**config.mk**
```make
export PLATFORM = sky130hd
export DESIGN_NAME = glob_wildcard_matcher
export DESIGN_NICKNAME = d
export VERILOG_FILES = /design/src/hdl/gwm_pkg.sv /design/src/hdl/gwm_ram.sv /design/src/hdl/gwm_engine.sv /design/src/hdl/glob_wildcard_matcher.sv
export SDC_FILE = /design/constraint.sdc
export NUM_CORES = 1
export LEC_CHECK = 0
export ABC_AREA = 0
export BUFFER_PORTS_ARGS = -buffer_cell sky130_fd_sc_hd__buf_2
export CAP_MARGIN = 25
export CORE_UTILIZATION = 30
export CTS_CLUSTER_DIAMETER = 80
export DETAILED_ROUTE_END_ITERATION = 16
export PLACE_DENSITY_LB_ADDON = 0.3
export SLEW_MARGIN = 20
export SYNTH_ARGS = -nofsm -noshare
export SYNTH_HDL_FRONTEND = slang
export SYNTH_SLANG_ARGS = --single-unit
```
**constraint.sdc**
```tcl
create_clock -name clk -period 4.5 [get_ports clk]
set_input_delay 0.9 -clock clk [delete_from_list [all_inputs] [get_ports clk]]
set_output_delay 0.9 -clock clk [all_outputs]
set_load 0.005 [all_outputs]
```
**src/hdl/gwm_pkg.sv**
```systemverilog
// Shared constants, state codes and handshake structs of the wildcard matcher.
package gwm_pkg;

    // Default store depth in characters.
    localparam int MAX_LEN_DEF = 64;

    // Width of one character.
    localparam int CHAR_W = 8;

    // Pattern byte that matches any run of text characters.
    localparam logic [CHAR_W-1:0] STAR_CHAR = 8'h2A;

    // Codes of the which_string field.
    localparam logic WHICH_PATTERN = 1'b0;
    localparam logic WHICH_TEXT    = 1'b1;

    // States of the match sequencer.
    typedef enum logic [1:0] {
        ST_IDLE,
        ST_FETCH,
        ST_STEP,
        ST_DONE
    } gwm_state_t;

    // Start command from the loader to the match sequencer.
    typedef struct packed {
        logic go;
        logic too_long;
    } gwm_cmd_t;

    // Result from the match sequencer to the output register.
    typedef struct packed {
        logic valid;
        logic matched;
        logic too_long;
    } gwm_res_t;

endpackage

```
**src/hdl/gwm_ram.sv**
```systemverilog
// Character store: one write port and one read port with registered read data.
module gwm_ram #(
    parameter int DEPTH = gwm_pkg::MAX_LEN_DEF,
    parameter int AW    = $clog2(gwm_pkg::MAX_LEN_DEF)
) (
    input  logic                      clk,
    input  logic                      we,
    input  logic [AW-1:0]             waddr,
    input  logic [gwm_pkg::CHAR_W-1:0] wdata,
    input  logic [AW-1:0]             raddr,
    output logic [gwm_pkg::CHAR_W-1:0] rdata
);
    import gwm_pkg::*;

    logic [CHAR_W-1:0] mem [DEPTH];

    // Write port.
    always_ff @(posedge clk)
    begin
        if (we)
        begin
            mem[waddr] <= wdata;
        end
    end

    // Read port with registered read data.
    always_ff @(posedge clk)
    begin
        rdata <= mem[raddr];
    end

endmodule

```
**src/hdl/gwm_engine.sv**
```systemverilog
// Match sequencer: greedy star match with backtracking over the two stores.
module gwm_engine #(
    parameter int AW      = $clog2(gwm_pkg::MAX_LEN_DEF),
    parameter int LW      = $clog2(gwm_pkg::MAX_LEN_DEF + 2)
) (
    input  logic                       clk,
    input  logic                       rst_n,
    input  gwm_pkg::gwm_cmd_t          cmd,
    input  logic [LW-1:0]              plen,
    input  logic [LW-1:0]              tlen,
    output logic [AW-1:0]              p_raddr,
    output logic [AW-1:0]              t_raddr,
    input  logic [gwm_pkg::CHAR_W-1:0] p_rdata,
    input  logic [gwm_pkg::CHAR_W-1:0] t_rdata,
    output gwm_pkg::gwm_res_t          res,
    input  logic                       res_take,
    output logic                       busy
);
    import gwm_pkg::*;

    gwm_state_t state_reg, state_next;
    logic [LW-1:0] i_reg, i_next;
    logic [LW-1:0] j_reg, j_next;
    logic [LW-1:0] tmark_reg, tmark_next;
    logic [LW-1:0] pmark_reg, pmark_next;
    logic          have_reg, have_next;
    logic          matched_reg, matched_next;
    logic          tl_reg, tl_next;

    logic p_ok;
    logic p_star;
    logic t_act;

    // Control state.
    always_ff @(posedge clk or negedge rst_n)
    begin
        if (!rst_n)
        begin
            state_reg <= ST_IDLE;
        end
        else
        begin
            state_reg <= state_next;
        end
    end

    // Match indexes and result.
    always_ff @(posedge clk)
    begin
        i_reg       <= i_next;
        j_reg       <= j_next;
        tmark_reg   <= tmark_next;
        pmark_reg   <= pmark_next;
        have_reg    <= have_next;
        matched_reg <= matched_next;
        tl_reg      <= tl_next;
    end

    assign p_ok   = (j_reg < plen);
    assign p_star = p_ok && (p_rdata == STAR_CHAR);
    assign t_act  = (i_reg < tlen);

    // One match step per cycle; the read for the next step is issued at once.
    always_comb
    begin
        state_next   = state_reg;
        i_next       = i_reg;
        j_next       = j_reg;
        tmark_next   = tmark_reg;
        pmark_next   = pmark_reg;
        have_next    = have_reg;
        matched_next = matched_reg;
        tl_next      = tl_reg;

        unique case (state_reg)
            ST_IDLE:
            begin
                if (cmd.go)
                begin
                    i_next     = '0;
                    j_next     = '0;
                    tmark_next = '0;
                    pmark_next = '0;
                    have_next  = 1'b0;
                    if (cmd.too_long)
                    begin
                        matched_next = 1'b0;
                        tl_next      = 1'b1;
                        state_next   = ST_DONE;
                    end
                    else
                    begin
                        tl_next    = 1'b0;
                        state_next = ST_FETCH;
                    end
                end
            end
            ST_FETCH:
            begin
                state_next = ST_STEP;
            end
            ST_STEP:
            begin
                if (t_act)
                begin
                    priority if (p_star)
                    begin
                        tmark_next = i_reg;
                        pmark_next = j_reg;
                        have_next  = 1'b1;
                        j_next     = j_reg + 1'b1;
                    end
                    else if (p_ok && (t_rdata == p_rdata))
                    begin
                        i_next = i_reg + 1'b1;
                        j_next = j_reg + 1'b1;
                    end
                    else if (have_reg)
                    begin
                        tmark_next = tmark_reg + 1'b1;
                        i_next     = tmark_reg + 1'b1;
                        j_next     = pmark_reg + 1'b1;
                    end
                    else
                    begin
                        matched_next = 1'b0;
                        state_next   = ST_DONE;
                    end
                end
                else
                begin
                    // Text used up: only trailing stars may remain.
                    if (p_star)
                    begin
                        j_next = j_reg + 1'b1;
                    end
                    else
                    begin
                        matched_next = (j_reg == plen);
                        state_next   = ST_DONE;
                    end
                end
            end
            ST_DONE:
            begin
                if (res_take)
                begin
                    state_next = ST_IDLE;
                end
            end
            default:
            begin
                state_next = ST_IDLE;
            end
        endcase
    end

    assign p_raddr      = j_next[AW-1:0];
    assign t_raddr      = i_next[AW-1:0];
    assign res.valid    = (state_reg == ST_DONE);
    assign res.matched  = matched_reg;
    assign res.too_long = tl_reg;
    assign busy         = (state_reg != ST_IDLE);

    // The pattern index never passes the pattern length.
    a_j_bound: assert property (@(posedge clk) disable iff (!rst_n)
        (state_reg == ST_STEP) |-> (j_reg <= plen))
        else $error("pattern index beyond pattern length");

    // The text index never passes the text length.
    a_i_bound: assert property (@(posedge clk) disable iff (!rst_n)
        (state_reg == ST_STEP) |-> (i_reg <= tlen))
        else $error("text index beyond text length");

    // The backtrack mark never lies ahead of the text index.
    a_mark: assert property (@(posedge clk) disable iff (!rst_n)
        (state_reg == ST_STEP && have_reg) |-> (tmark_reg <= i_reg))
        else $error("backtrack mark ahead of text index");

    // A result stays until the output register takes it.
    a_hold: assert property (@(posedge clk) disable iff (!rst_n)
        (res.valid && !res_take) |=> (res.valid && $stable(res.matched)
            && $stable(res.too_long)))
        else $error("result dropped before it was taken");

endmodule

```
**src/hdl/glob_wildcard_matcher.sv**
```systemverilog
// Glob wildcard matcher top level: string loader, two stores, sequencer, output register.
//
// Usage: requests arrive on the in channel (in_valid/in_ready), one character
// each, tagged by which_string as pattern or text, with end_of_string on the
// last one; string_empty marks a request that carries no character and ends
// the string. The pattern stays loaded for any number of texts. Each text
// that ends gives one result on the out channel (out_valid/out_ready):
// matched, and too_long when either string passed MAX_LEN characters.
// Loading takes one cycle per request while in_ready is high. After a text
// ends, the sequencer reads both stores in its fetch state, then makes one
// match step per cycle (the pattern and text stores are read together for
// each step), then holds the result in its done state until it is handed
// over; the steps grow with text length times pattern length when stars
// backtrack. A too-long text skips the walk. in_ready is low while busy.
// A finished result sits in the output register while new requests are
// taken; if the receiver stalls, a second result waits in the sequencer and
// in_ready stays low until the first is taken. Reset clears both lengths,
// the overflow flag and the output, and expects a new string next.
module glob_wildcard_matcher #(
    parameter int MAX_LEN = gwm_pkg::MAX_LEN_DEF
) (
    input  logic                       clk,
    input  logic                       rst_n,
    input  logic                       in_valid,
    output logic                       in_ready,
    input  logic                       which_string,
    input  logic [gwm_pkg::CHAR_W-1:0] char_value,
    input  logic                       end_of_string,
    input  logic                       string_empty,
    output logic                       out_valid,
    input  logic                       out_ready,
    output logic                       matched,
    output logic                       too_long
);
    import gwm_pkg::*;

    localparam int AW = (MAX_LEN > 1) ? $clog2(MAX_LEN) : 1;
    localparam int LW = $clog2(MAX_LEN + 2);
    localparam logic [LW-1:0] MAX_LEN_L  = LW'(MAX_LEN);
    localparam logic [LW-1:0] OVER_LEN_L = LW'(MAX_LEN + 1);

    logic [LW-1:0] plen_reg, plen_next;
    logic [LW-1:0] tlen_reg, tlen_next;
    logic          ovf_reg, ovf_next;
    logic          loading_reg, loading_next;
    logic          out_valid_reg, out_valid_next;
    logic          out_matched_reg, out_matched_next;
    logic          out_tl_reg, out_tl_next;

    logic          accept;
    logic          is_text;
    logic          str_end;
    logic [LW-1:0] plen_base;
    logic [LW-1:0] tlen_base;
    logic          p_we;
    logic          t_we;
    logic [AW-1:0] p_waddr;
    logic [AW-1:0] t_waddr;
    logic [AW-1:0] p_raddr;
    logic [AW-1:0] t_raddr;
    logic [CHAR_W-1:0] p_rdata;
    logic [CHAR_W-1:0] t_rdata;
    logic          busy;
    logic          res_take;
    gwm_cmd_t      cmd;
    gwm_res_t      res;

    assign in_ready = !busy;
    assign accept   = in_valid && in_ready;
    assign is_text  = (which_string == WHICH_TEXT);
    assign str_end  = end_of_string || string_empty;

    // Loader: start a new string, append a character, track overflow.
    always_comb
    begin
        plen_base = (loading_reg && !is_text) ? '0 : plen_reg;
        tlen_base = (loading_reg && is_text) ? '0 : tlen_reg;
        plen_next    = plen_reg;
        tlen_next    = tlen_reg;
        ovf_next     = ovf_reg;
        loading_next = loading_reg;
        p_we         = 1'b0;
        t_we         = 1'b0;
        p_waddr      = plen_base[AW-1:0];
        t_waddr      = tlen_base[AW-1:0];

        if (accept)
        begin
            loading_next = str_end;
            if (is_text)
            begin
                tlen_next = tlen_base;
                if (!string_empty)
                begin
                    if (tlen_base < MAX_LEN_L)
                    begin
                        t_we      = 1'b1;
                        tlen_next = tlen_base + 1'b1;
                    end
                    else
                    begin
                        tlen_next = OVER_LEN_L;
                    end
                end
            end
            else
            begin
                plen_next = plen_base;
                if (loading_reg)
                begin
                    ovf_next = 1'b0;
                end
                if (!string_empty)
                begin
                    if (plen_base < MAX_LEN_L)
                    begin
                        p_we      = 1'b1;
                        plen_next = plen_base + 1'b1;
                    end
                    else
                    begin
                        ovf_next = 1'b1;
                    end
                end
            end
        end
    end

    // Start the sequencer when a text ends.
    assign cmd.go       = accept && is_text && str_end;
    assign cmd.too_long = ovf_reg || (tlen_next > MAX_LEN_L);

    // Output register takes the result when it is empty or being drained.
    assign res_take = res.valid && (!out_valid_reg || out_ready);

    always_comb
    begin
        out_valid_next   = out_valid_reg;
        out_matched_next = out_matched_reg;
        out_tl_next      = out_tl_reg;
        if (out_valid_reg && out_ready)
        begin
            out_valid_next = 1'b0;
        end
        if (res_take)
        begin
            out_valid_next   = 1'b1;
            out_matched_next = res.matched;
            out_tl_next      = res.too_long;
        end
    end

    // Loader and output control state.
    always_ff @(posedge clk or negedge rst_n)
    begin
        if (!rst_n)
        begin
            plen_reg      <= '0;
            tlen_reg      <= '0;
            ovf_reg       <= 1'b0;
            loading_reg   <= 1'b1;
            out_valid_reg <= 1'b0;
        end
        else
        begin
            plen_reg      <= plen_next;
            tlen_reg      <= tlen_next;
            ovf_reg       <= ovf_next;
            loading_reg   <= loading_next;
            out_valid_reg <= out_valid_next;
        end
    end

    // Output payload.
    always_ff @(posedge clk)
    begin
        out_matched_reg <= out_matched_next;
        out_tl_reg      <= out_tl_next;
    end

    assign out_valid = out_valid_reg;
    assign matched   = out_matched_reg;
    assign too_long  = out_tl_reg;

    // Pattern store.
    gwm_ram #(
        .DEPTH (MAX_LEN),
        .AW    (AW)
    ) u_pat_ram (
        .clk   (clk),
        .we    (p_we),
        .waddr (p_waddr),
        .wdata (char_value),
        .raddr (p_raddr),
        .rdata (p_rdata)
    );

    // Text store.
    gwm_ram #(
        .DEPTH (MAX_LEN),
        .AW    (AW)
    ) u_txt_ram (
        .clk   (clk),
        .we    (t_we),
        .waddr (t_waddr),
        .wdata (char_value),
        .raddr (t_raddr),
        .rdata (t_rdata)
    );

    // Match sequencer.
    gwm_engine #(
        .AW      (AW),
        .LW      (LW)
    ) u_engine (
        .clk      (clk),
        .rst_n    (rst_n),
        .cmd      (cmd),
        .plen     (plen_reg),
        .tlen     (tlen_reg),
        .p_raddr  (p_raddr),
        .t_raddr  (t_raddr),
        .p_rdata  (p_rdata),
        .t_rdata  (t_rdata),
        .res      (res),
        .res_take (res_take),
        .busy     (busy)
    );

endmodule

```
---- Word level (Yosys, flattened, before mapping) ----
Memories as Yosys holds them, arrays and structs flattened. A register that Yosys moved wholly into a read port is not among the register bits.
Index checks and enable logic that the tools add are counted.
operators by class
  add/subtract/negate cells ............... 6
  magnitude comparators ................... 5
  equal/unequal tests ..................... 19
  muxes and demuxes ....................... 69
  bitwise operators ....................... 1
  reductions and logical operators ........ 27
operator list
  cell                                                   count
  2-to-1 mux 7 bit                                       26
  case mux 7 bit (2 select lines)                        4
  adder 7 x 1 -> 7 bit (second input constant)           6
  2-to-1 mux 1 bit                                       28
  2-to-1 mux 2 bit                                       8
  AND reduction 5 bit                                    3
  less-than comparator 7 bit                             2
  less-than comparator 7 bit (second input constant)     2
  logical AND 1 bit                                      9
  != test 3 x 1 -> 1 bit (second input constant)         3
  == test 8 x 6 -> 1 bit (second input constant)         1
  == test 8 bit                                          1
  != test 2 bit (second input constant)                  4
  case mux 2 bit (4 select lines)                        1
  AND reduction 4 bit                                    2
  == test 7 bit                                          1
  greater-than comparator 7 bit (second input constant)  1
  != test 3 bit (second input constant)                  2
  AND reduction 6 bit                                    1
  nonzero test 2 bit                                     3
  == test 2 bit (second input constant)                  2
  != test 2 x 1 -> 1 bit (second input constant)         2
  != test 4 x 1 -> 1 bit (second input constant)         1
  case mux 1 bit (2 select lines)                        2
  other kinds (7)                                        12
word-level totals
  register bits ........................... 52
  memory bits (writable) .................. 1024
  output and inout port bits .............. 4
  memories ................................ 2
memory list
  name           words  bits a word  read ports  clocked after memory_dff  write ports  RTL line       text
  u_pat_ram.mem  64     8            1           1                         1            gwm_ram.sv:15  logic [CHAR_W-1:0] mem [DEPTH];
  u_txt_ram.mem  64     8            1           1                         1            gwm_ram.sv:15

---- Depth between registers and ports, before layout ----
Gate-level depths: netlist of the first run.
  depth after elaboration ................. 12
  depth in mapped cells ................... 20
  mapped depth without buffers ............ 15

---- Hierarchy ----
From an unflattened synthesis of the first run, not the netlist that was laid out.
second synthesis, totals
  cells, all modules ...................... 2327
  area, all modules ....................... 44231.2 sq um
modules (own cells, without submodules)
  module                 instances  cells an instance  area each (sq um)
  gwm_ram                2          940                20166.8
  gwm_engine             1          326                2785.2
  glob_wildcard_matcher  1          121                1112.3

---- Worst setup path before layout of the first run ----
Ideal clock, no wire load.
  path kind ............................... register to register
  start point ............................. register tlen_reg[4]
  end point ............................... register u_txt_ram.rdata[5] in the netlist's numbering (read register of u_txt_ram.mem)
  data arrival time ....................... 3.815 ns
  required time ........................... 4.366 ns
  setup slack ............................. 0.551 ns
  cell stages (with the launch flop) ...... 19
  path buffers ............................ 4
  cell sequence ........................... dfrtp_1 -> clkbuf_1 -> inv_1 -> ha_1 -> a21o_1 -> a221o_1 -> a41oi_2 -> nand3_1 -> or2_0 -> o21a_1 -> inv_2 -> buf_6 -> buf_6 -> buf_2 -> mux2i_1 -> mux2i_1 -> a32oi_1 -> o2111ai_1 -> or4b_1
between the ends
  cells in the longest elaborated chain, start to end .. 3
RTL lines
  what                             RTL line                      text
  start: declaration               glob_wildcard_matcher.sv:43   logic [LW-1:0] tlen_reg, tlen_next;
  start signal: assignment         glob_wildcard_matcher.sv:167  tlen_reg <= tlen_next;
  less-than comparator 7 bit       gwm_engine.sv:61              assign t_act = (i_reg < tlen);
  2-to-1 mux 7 bit                 gwm_engine.sv:104             if (t_act)
  case mux 7 bit (2 select lines)  gwm_engine.sv:75              unique case (state_reg)
  end: declaration                 gwm_ram.sv:11                 output logic [gwm_pkg::CHAR_W-1:0] rdata
Every way passes these cells. The select of a mux whose other input is x is not followed.
A chain may end at the register's enable or synchronous reset.

---- Worst setup path after layout of the first run ----
  start point ............................. register u_engine.i_reg[6]
  end point ............................... register u_txt_ram.rdata[6] in the netlist's numbering (read register of u_txt_ram.mem)
between the ends
  cells in the longest elaborated chain, start to end .. 3
RTL lines
  what                             RTL line           text
  start: declaration               gwm_engine.sv:22   logic [LW-1:0] i_reg, i_next;
  start signal: assignment         gwm_engine.sv:50   i_reg <= i_next;
  less-than comparator 7 bit       gwm_engine.sv:61
  2-to-1 mux 7 bit                 gwm_engine.sv:104
  case mux 7 bit (2 select lines)  gwm_engine.sv:75
Every way passes these cells. The select of a mux whose other input is x is not followed.

==> results of run 1 <==
-- metal layers --
metal  track usage  share of wire  wire (µm)  vias up
li1              -              -          -    12400
met1         0.228           0.45      55100    13900
met2         0.257           0.46      57400      948
met3        0.0278          0.069       8510      164
met4        0.0429          0.022       2690        2
met5             0       0.000097         12        -
-- cell usage after synthesis, types with 22 or more instances --
master,instances
sky130_fd_sc_hd__edfxtp_1,1045
sky130_fd_sc_hd__nand2_1,422
sky130_fd_sc_hd__mux2i_1,228
sky130_fd_sc_hd__nor2_1,213
sky130_fd_sc_hd__nand3_1,210
sky130_fd_sc_hd__o21ai_0,114
sky130_fd_sc_hd__a221oi_1,74
sky130_fd_sc_hd__clkbuf_1,72
sky130_fd_sc_hd__a31oi_1,71
sky130_fd_sc_hd__buf_2,69
sky130_fd_sc_hd__a32oi_1,51
sky130_fd_sc_hd__and3_1,48
sky130_fd_sc_hd__nand4_1,41
sky130_fd_sc_hd__a21oi_1,34
sky130_fd_sc_hd__dfxtp_1,28
sky130_fd_sc_hd__inv_1,26
sky130_fd_sc_hd__buf_1,25
sky130_fd_sc_hd__ha_1,22
sky130_fd_sc_hd__mux2_2,22
-- area by class of cell --
| class | instances | area (µm²) |
|---|---|---|
| Sequential cell | 1092 | 32400 |
| Tap cell | 1930 | 2410 |
| Inverter | 33 | 140 |
| Clock buffer | 145 | 2910 |
| Antenna cell | 3 | 7.51 |
| Multi-Input combinational cell | 1807 | 11400 |
| Clock inverter | 53 | 583 |
| Fill cell | 14100 | 95700 |
| Timing Repair Buffer | 238 | 2130 |
-- repair_timing --
action	4_1_cts	5_1_grt
pin swaps	0	2
buffers inserted	0	3
cloned	0	1
gates resized for setup	2	33
endpoints found under the setup margin	2	16
endpoints found under the hold margin	0	0
-- power by group --
group | leakage [nW] | total [mW] | switching, mW | internal (mW)
clock | 1.69 | 8.99 | 3.92 | 5.07
sequential | 9.87 | 11.7 | 0.324 | 11.4
combinational | 6.02 | 7.15 | 4.76 | 2.39
total | 17.6 | 27.9 | 9.00 | 18.9
-- critical path, stage by stage (launching register included) --
cell and delay [ns]:
sky130_fd_sc_hd__edfxtp_1 0.45, sky130_fd_sc_hd__ha_1 0.32, sky130_fd_sc_hd__and2_1 0.19, sky130_fd_sc_hd__a221o_1 0.33
sky130_fd_sc_hd__a41oi_2 0.27, sky130_fd_sc_hd__buf_4 0.20, sky130_fd_sc_hd__a31oi_2 0.12, sky130_fd_sc_hd__o31ai_1 0.31
sky130_fd_sc_hd__o21a_4 0.29, sky130_fd_sc_hd__inv_16 0.11, sky130_fd_sc_hd__buf_12 0.19, sky130_fd_sc_hd__buf_4 0.22
sky130_fd_sc_hd__a311oi_1 0.47, sky130_fd_sc_hd__o211ai_1 0.23, sky130_fd_sc_hd__o41ai_1 0.13, sky130_fd_sc_hd__a311oi_1 0.11
sky130_fd_sc_hd__a211o_1 0.31
-- per-stage QoR --
| stage | setup TNS, ns | area (µm²) | power, mW | instances | setup WS, ns |
|---|---|---|---|---|---|
| final | 0 | 52000 | 27.9 | 5301 | 0.0721 |
| after global routing | -0.00607 | 52000 | 28.9 | 5299 | -0.00607 |
| after CTS | 0 | 51800 | 27.9 | 5293 | 0.0176 |
| after detailed placement | -0.140 | 48300 | 18.9 | 5095 | -0.0744 |
| after global placement | -0.239 | 48200 | 18.9 | 5094 | -0.166 |
| after floorplan | 0 | 44600 | 15.7 | 3110 | 0.551 |
-- cells by family after synthesis --
kind of cell / share of synthesized area
DFF: 0.727
xor gates and xnor gates: 0.00472
buffers and inverters: 0.0209
AOI/OAI and AO/OA: 0.0766
adders and majority gates: 0.00618
muxes: 0.0573
and+or+nand+nor: 0.107
-- worst min path at each step --
| stage | from | end | slack [ns] |
|---|---|---|---|
| CTS | rst_n | out_valid$_DFFE_PN0P_ | 0.12 |
| finish | rst_n | out_valid$_DFFE_PN0P_ | 0.15 |
| global route | rst_n | out_valid$_DFFE_PN0P_ | 0.17 |
| floorplan | u_engine.matched_reg$_SDFFCE_PN0P_ | matched$_DFFE_PP_ | 0.40 |
| detailed placement | out_valid$_DFFE_PN0P_ | out_valid$_DFFE_PN0P_ | 0.52 |
| global placement | out_valid$_DFFE_PN0P_ | out_valid$_DFFE_PN0P_ | 0.51 |
==> results, run 1 <==
- The worst voltage drop across the vdd grid is 0.409 mV.
- Buffers placed on the I/O ports in this run total 18.
- The initial utilization of the core area, before any placement, comes to 0.302.
- The predominant post-synthesis flop cell is sky130_fd_sc_hd__edfxtp_1.
- The flow ran to the end, and the final reports show no timing, DRC or antenna violations.
- The final route contains 27400 vias.
- The synthesized area divided by synthesized cell count is 14.3 µm².
- The tool flagged a number of max-cap violations equal to 0.
- The worst path needs 4.43 ns of the cycle, external delays included.
- Dividing the detail-routed wire length by the instance count gives 23.3 µm.
- In this run the cell area of the synthesized design comes to 44600 µm².
- For the worst flop-to-flop path, the logic depth is 16.
- After technology mapping, the gate count stands at 3110.
- The synthesized net count is 3147.
- In this run the tightest slew margin relative to its limit is 0.314.
- From bottom edge to top edge, the die measures 387 µm.
- The area growth from synthesis to layout is 16.7%.
- In the finished design, the share of the clock period the worst path needs comes to 0.984.
- Yosys printed 0 warnings.
- The net count of the finished layout is 3316.
- Power spread over the standard cell area amounts to 536 nW/µm².
- The total number of clock tree sinks is 1092.
- The placed wire-length estimate is 78800 µm.
- The number of antenna violations at the first check in global routing is 3.
- Before antenna repair, the detailed router went through 5 iterations.
- The path class of the lowest-slack min-delay path is input pin to asynchronous set/reset pin.
- The launch point of the worst path is u_engine.i_reg[6]$_DFFE_PP_.
- The setup slack of the most critical reg-to-reg path is 0.07 ns.
- The clock edge transition at the registers on the reported setup and hold paths is 0.07 ns.
- The tightest hold margin is 0.148 ns.
- The die area is 150000 µm².
- The wire length of the first global-routing pass is 182000 µm.
- The number of clock buffers added by TritonCTS is 107.
- The weighted congestion at the end of routability-driven global placement is 0.882.
- The clock root buffer master is sky130_fd_sc_hd__clkbuf_16.
- In this run the critical register-to-register path is captured at u_txt_ram.rdata[6]$_DFF_P_.
- The maximum fanout along the worst path is 33.
- Once layout is complete, the utilization of the core stands at 0.352.
- The quantity of hold-fixing buffers added after cts is 0.
- The required arrival time at the worst endpoint is 5.12 ns.
- The global-route total usage across every layer is 0.162.
- The end point of the critical path is u_txt_ram.rdata[6]$_DFF_P_.
- Leaving out fill and tap cells, the most frequent cells in the layout are sky130_fd_sc_hd__edfxtp_1 (1045), sky130_fd_sc_hd__nand2_1 (421), sky130_fd_sc_hd__mux2i_1 (228).
- The total congestion overflow after global routing is 0.
- The most common cell after layout, fill and taps aside is sky130_fd_sc_hd__edfxtp_1.
- Synthesis inferred 1092 register bits.
- The pin count of the biggest net entering global routing is 129.
- The count of endpoints failing hold in the final timing report is 0.
- Setup violations remaining at the end of the flow were counted as 0.
- The category of the worst setup path capture point is a flop.
- The core outline area is 148000 µm².
- The biggest area contributor in the post-synthesis netlist is sky130_fd_sc_hd__edfxtp_1.
- The post-detailed-route DRC marker count is 0.
- The largest buffer count on any clock path is 3.
- The synthesized netlist contains 86 unique library cells.
- The H-tree was split into 3 levels.
- The final wirelength is 124000 µm.
- The fraction of the yosys area taken by sequential cells is 0.727.
- The critical path class is flop to flop.
- From left edge to right edge, the die measures 387 µm.
- The highest clock rate is 226 MHz.
- The insertion delay to the later sink of the worst-skew pair is 0.73 ns.
- STA puts the critical path data arrival time at 5.05 ns.
- The number of DRC markers in iteration 0 is 2856.
- The top-area cell type share of the netlist area is 0.704.
- Counting flops with an async set or reset pin after synthesis yields a share of 0.0174.
- The share of final-layout standard cells stronger than drive strength 1 is 0.141.
- At the pin with the least slew margin, the transition time is 1.03 ns.
- 19 I/O pins were placed.
- Summed over all cells, the static leakage comes to 17.6 nW.
- The number of max-slew violations in the final report is 0.
- The largest clock skew in the final design is 0.0469 ns.
- The antenna violation net count after detailed routing is 0.
- The via count of the first global-routing pass is 26800.
- The floorplan has 141 rows.
- TritonCTS built the clock tree.
- The count of flip-flops with a built-in enable after synthesis is 1045.
- The startpoint of the worst register-to-register path is u_engine.i_reg[6]$_DFFE_PP_.
- The per-cell via count in the routed design is 5.17.
- The largest registers in the layout are u_pat_ram.mem (512), u_txt_ram.mem (512).
- The worst setup path is launched from a flop.
- Ranked by total cell area, the synthesized netlist is headed by sky130_fd_sc_hd__edfxtp_1 (70%), sky130_fd_sc_hd__mux2i_1 (5.1%), sky130_fd_sc_hd__nand2_1 (3.6%).
(Power assumes the default switching activity.)
==> run 2, diff against run 1 <==
--- a/config.mk
+++ b/config.mk
@@ -5,10 +5,10 @@
 export SDC_FILE = /design/constraint.sdc
 export NUM_CORES = 1
 export LEC_CHECK = 0
-export ABC_AREA = 0
+export ABC_AREA = 1
 export BUFFER_PORTS_ARGS = -buffer_cell sky130_fd_sc_hd__buf_2
 export CAP_MARGIN = 25
-export CORE_UTILIZATION = 30
+export CORE_UTILIZATION = 63
 export CTS_CLUSTER_DIAMETER = 80
 export DETAILED_ROUTE_END_ITERATION = 16
 export PLACE_DENSITY_LB_ADDON = 0.3
==> run 2 against run 1 <==
Compared with the run above: final cell count is 2.8% higher; global-route usage up 16 points; die area decreased by 49%; largest cell class unchanged.
==> results, run 2 <==
- Result of the run: completed (unchanged).
- The required arrival time at the worst endpoint came to 5.05 ns (was 5.12 ns).
- The synthesized area divided by synthesized cell count is 10.9 µm² (was 14.3 µm²).
- The summed area of non-filler cells in the final layout is 52500 µm² (was 52000 µm²).
- The post-route fraction of the period consumed by the critical path came to 0.870 (was 0.984).
- The number of DRC markers in iteration 0 is 4476 (was 2856).
- The final worst-path setup slack came to 0.587 ns (was 0.0721 ns).
- The proportion of synthesized area in mux cells is 0 (was 0.0573).
- The row count came to 100 (was 141).
- The logic depth of the worst register-to-register path is 17 (was 16).
- The count of flip-flops with a built-in enable after synthesis came to 1045 (unchanged).
- The most common cell after layout, fill and taps aside is sky130_fd_sc_hd__nand3_1 (was sky130_fd_sc_hd__edfxtp_1).
- The net count of the finished layout is 4432 (was 3316).
- The warning count from the yosys run is 0 (unchanged).
- The layout overhead on the synthesized area was 10.8% (was 16.7%).
- The number of unique standard cell types used by synthesis is 43 (was 86).
- The post-synthesis xor/xnor area fraction came to 0.00351 (was 0.00472).
- The total congestion overflow after global routing came to 0 (unchanged).
- The reg-to-reg critical path endpoint is u_txt_ram.rdata[5]$_DFF_P_ (was u_txt_ram.rdata[6]$_DFF_P_).
- The startpoint of the worst register-to-register path is plen_reg[3]$_DFFE_PN0P_ (was u_engine.i_reg[6]$_DFFE_PP_).
- The transition at the pin with the smallest max-transition slack is 1.13 ns (was 1.03 ns).
- The quantity of hold-fixing buffers added after cts is 0 (unchanged).
- The number of standard cells after synthesis is 4350 (was 3110).
- The most common cell in the netlist is sky130_fd_sc_hd__nand3_1 (was sky130_fd_sc_hd__edfxtp_1).
- The initial cell density of the core is 0.636 (was 0.302).
- The count of antenna diodes in the layout was 0 (was 3).
- The final wirelength was 124000 µm (about the same).
- The number of H-tree levels is 3 (unchanged).
- The number of max-slew violations in the final report is 0 (unchanged).
- The path class of the lowest-slack min-delay path was input pin to asynchronous set/reset pin (unchanged).
- The fraction of the mapped netlist area in compound gates is 0.0117 (was 0.0766).
- The antenna violation net count after detailed routing was 0 (unchanged).
- The number of antenna violations at the first check in global routing came to 0 (was 3).
- The minimum clock period after layout is 3.91 ns (was 4.43 ns).
- The fraction of the yosys area taken by sequential cells is 0.684 (was 0.727).
- The number of I/O pins is 19 (unchanged).
- The adder-cell share of the synthesized area is 0.00581 (was 0.00618).
- The final non-filler cell total is 5452 (was 5301).
- The post-CTS repair timing setup buffer count was 0 (unchanged).
- The via count of the first global-routing pass is 32500 (was 26800).
- The predominant post-synthesis flop cell is sky130_fd_sc_hd__edfxtp_1 (unchanged).
- The setup slack of the most critical reg-to-reg path came to 0.59 ns (was 0.07 ns).
- The pin count of the biggest net entering global routing is 129 (unchanged).
- The maximum fanout along the worst path was 29 (was 33).
- The count of buffers from port buffering is 18 (unchanged).
- The cell accounting for the most synthesized area is sky130_fd_sc_hd__edfxtp_1 (unchanged).
- The total placed cells including tap cells is 5254 (was 5095).
- The post-detailed-route DRC marker count was 0 (unchanged).
- The top-area cell type share of the netlist area was 0.663 (was 0.704).
- The final number of setup-violating endpoints is 0 (unchanged).
- Top flop regs: u_pat_ram.mem (512), u_txt_ram.mem (512) (unchanged).
- The wire length of the first global-routing pass came to 189000 µm (was 182000 µm).
- The count of endpoints failing hold in the final timing report came to 0 (unchanged).
- The highest clock rate is 256 MHz (was 226 MHz).
- Top area cells in the synthesized netlist: sky130_fd_sc_hd__edfxtp_1 (66%), sky130_fd_sc_hd__nand3_1 (12%), sky130_fd_sc_hd__nand2_1 (9.2%) (was sky130_fd_sc_hd__edfxtp_1 (70%), sky130_fd_sc_hd__mux2i_1 (5.1%), sky130_fd_sc_hd__nand2_1 (3.6%)).
- The relative slew slack is 0.244 (was 0.314).
- The accumulated negative setup slack came to 0 ns (unchanged).
- The combined flip-flop and latch cell area is 32400 µm² (unchanged).
- The category of the worst setup path capture point is a flop (unchanged).
- The simple-gate share of the synthesized area was 0.245 (was 0.107).
- The launch point of the worst path is plen_reg[3]$_DFFE_PN0P_ (was u_engine.i_reg[6]$_DFFE_PP_).
- The die boundary width is 276 µm (was 387 µm).
- The total of flip-flops plus latches after synthesis is 1092 (unchanged).
- The total standard cell area after synthesis is 47400 µm² (was 44600 µm²).
- The category of the worst setup path launch point is a flop (unchanged).
- The clock root buffer master was sky130_fd_sc_hd__clkbuf_16 (unchanged).
- The area of the multi-input gates is 12700 µm² (was 11400 µm²).
- The clock tree from TritonCTS is yes (unchanged).
- The post-place instance area is 49000 µm² (was 48300 µm²).
- The weighted congestion at the end of routability-driven global placement is 0.909 (was 0.882).
- The clock edge transition at the registers on the reported setup and hold paths is 0.06 ns (was 0.07 ns).
- The core outline area was 74400 µm² (was 148000 µm²).
- The share of synthesized registers carrying an async set or reset is 0.0174 (unchanged).
- The end point of the critical path is u_txt_ram.rdata[5]$_DFF_P_ (was u_txt_ram.rdata[6]$_DFF_P_).
- The synthesized net count was 4387 (was 3147).
- The number of max-cap violations came to 0 (unchanged).
- The largest clock skew in the final design came to 0.0236 ns (was 0.0469 ns).
- The number of detailed-routing iterations run before antenna repair was 7 (was 5).
- The detail-routed net length per standard cell is 22.8 µm (was 23.3 µm).
- The count of instances resized after the clock tree is built is 0 (was 2).
- The total clock buffers created by CTS is 108 (was 107).
- The placed wire-length estimate is 70600 µm (was 78800 µm).
- The y dimension of the die came to 276 µm (was 387 µm).
- The insertion delay to the later sink of the worst-skew pair is 0.69 ns (was 0.73 ns).
- The largest buffer count on any clock path is 3 (unchanged).
- The fill cell instance count of the final layout is 5140 (was 14100).
- The total number of clock tree sinks came to 1092 (unchanged).
- The die area came to 76300 µm² (was 150000 µm²).
- Leading cell types in the layout, fill and taps excluded: sky130_fd_sc_hd__nand3_1 (1181), sky130_fd_sc_hd__nand2_1 (1156), sky130_fd_sc_hd__edfxtp_1 (1045) (was sky130_fd_sc_hd__edfxtp_1 (1045), sky130_fd_sc_hd__nand2_1 (421), sky130_fd_sc_hd__mux2i_1 (228)).
- The total number of vias is 33900 (was 27400).
- Setup repair after global routing left no endpoint under its margin.
- The worst slack after detailed placement came to 0.642 ns (was -0.0744 ns).
- The global-route total usage across every layer is 0.324 (was 0.162).
- The per-cell via count in the routed design is 6.21 (was 5.17).
- The arrival time of data at the critical path endpoint was 4.46 ns (was 5.05 ns).
- List of most frequent post-synthesis cells: sky130_fd_sc_hd__nand3_1 (1181), sky130_fd_sc_hd__nand2_1 (1158), sky130_fd_sc_hd__edfxtp_1 (1045) (was sky130_fd_sc_hd__edfxtp_1 (1045), sky130_fd_sc_hd__nand2_1 (422), sky130_fd_sc_hd__mux2i_1 (228)).
- The critical path class is flop to flop (unchanged).
- The main combinational cell family by area after synthesis is simple AND/OR/NAND/NOR gates (unchanged).
- The share of final-layout standard cells stronger than drive strength 1 is 0.0890 (was 0.141).
-- run 2: changes by cell type after synthesis, sizes merged, moves of 49 or more --
| cell | change |
|---|---|
| nand2 | +746 |
| mux2i | -228 |
| clkbuf | -49 |
| a221oi | -74 |
| nand3 | +971 |
| o21ai | -77 |
| a31oi | -70 |
| buf | +133 |
| inv | +220 |
| nand3b | +52 |
| a32oi | -52 |
-- run 2: layout make-up --
| type | count | area share |
|---|---|---|
| multi-input cells | 2742 | 0.241 |
| repair buffers | 197 | 0.0334 |
| clock inverters | 59 | 0.0116 |
| inverters | 254 | 0.0183 |
| flip-flops and latches | 1092 | 0.618 |
| clock buffers | 139 | 0.0547 |
| well taps | 969 | 0.0231 |
-- run 2: per-stage QoR --
step           utilization  hold slack (ns)
3_5_place_dp         0.658            0.466
4_1_cts              0.705            0.168
2_1_floorplan            -            0.400
3_3_place_gp         0.658            0.463
6_report             0.705            0.169
5_1_grt              0.705            0.196
-- run 2: cells by family after synthesis --
group	count (synthesis)
AO/OA/AOI/OAI	89
buffers and inverters	516
adder cells (fa/ha/maj)	22
AND/OR/NAND/NOR	2612
XOR/XNOR	19
flip-flops	1092
-- run 2: how the worst min path moves through the flow --
| stage | end | depth (start not counted) |
|---|---|---|
| 6_report | out_valid$_DFFE_PN0P_ | 1 |
| 5_1_grt | out_valid$_DFFE_PN0P_ | 1 |
| 4_1_cts | out_valid$_DFFE_PN0P_ | 1 |
| 3_5_place_dp | matched$_DFFE_PP_ | 0 |
| 2_1_floorplan | matched$_DFFE_PP_ | 0 |
| 3_3_place_gp | matched$_DFFE_PP_ | 0 |
-- run 2: critical path, cell delays in order, from the launching register on --
cell and delay [ns]:
sky130_fd_sc_hd__dfrtp_1 0.44, sky130_fd_sc_hd__inv_1 0.17, sky130_fd_sc_hd__ha_1 0.31, sky130_fd_sc_hd__nand2_1 0.06
sky130_fd_sc_hd__nor2_2 0.16, sky130_fd_sc_hd__a21oi_4 0.11, sky130_fd_sc_hd__nand2_1 0.37, sky130_fd_sc_hd__inv_2 0.15
sky130_fd_sc_hd__o21ai_0 0.34, sky130_fd_sc_hd__a21oi_1 0.08, sky130_fd_sc_hd__o21ai_1 0.16, sky130_fd_sc_hd__nand2_2 0.08
sky130_fd_sc_hd__inv_2 0.51, sky130_fd_sc_hd__nand3_1 0.25, sky130_fd_sc_hd__nand3_1 0.17, sky130_fd_sc_hd__nand2_1 0.14
sky130_fd_sc_hd__nand2_1 0.13, sky130_fd_sc_hd__nand2_1 0.11
-- run 2: layer usage --
layer	global-route usage	share of wire
met1	0.433	0.37
met2	0.521	0.48
met3	0.0517	0.098
met4	0.163	0.052
met5	0	0
Power of run 2 is not shown: default switching activity piles up to over one toggle a cycle in this logic, so the estimate is an artifact.
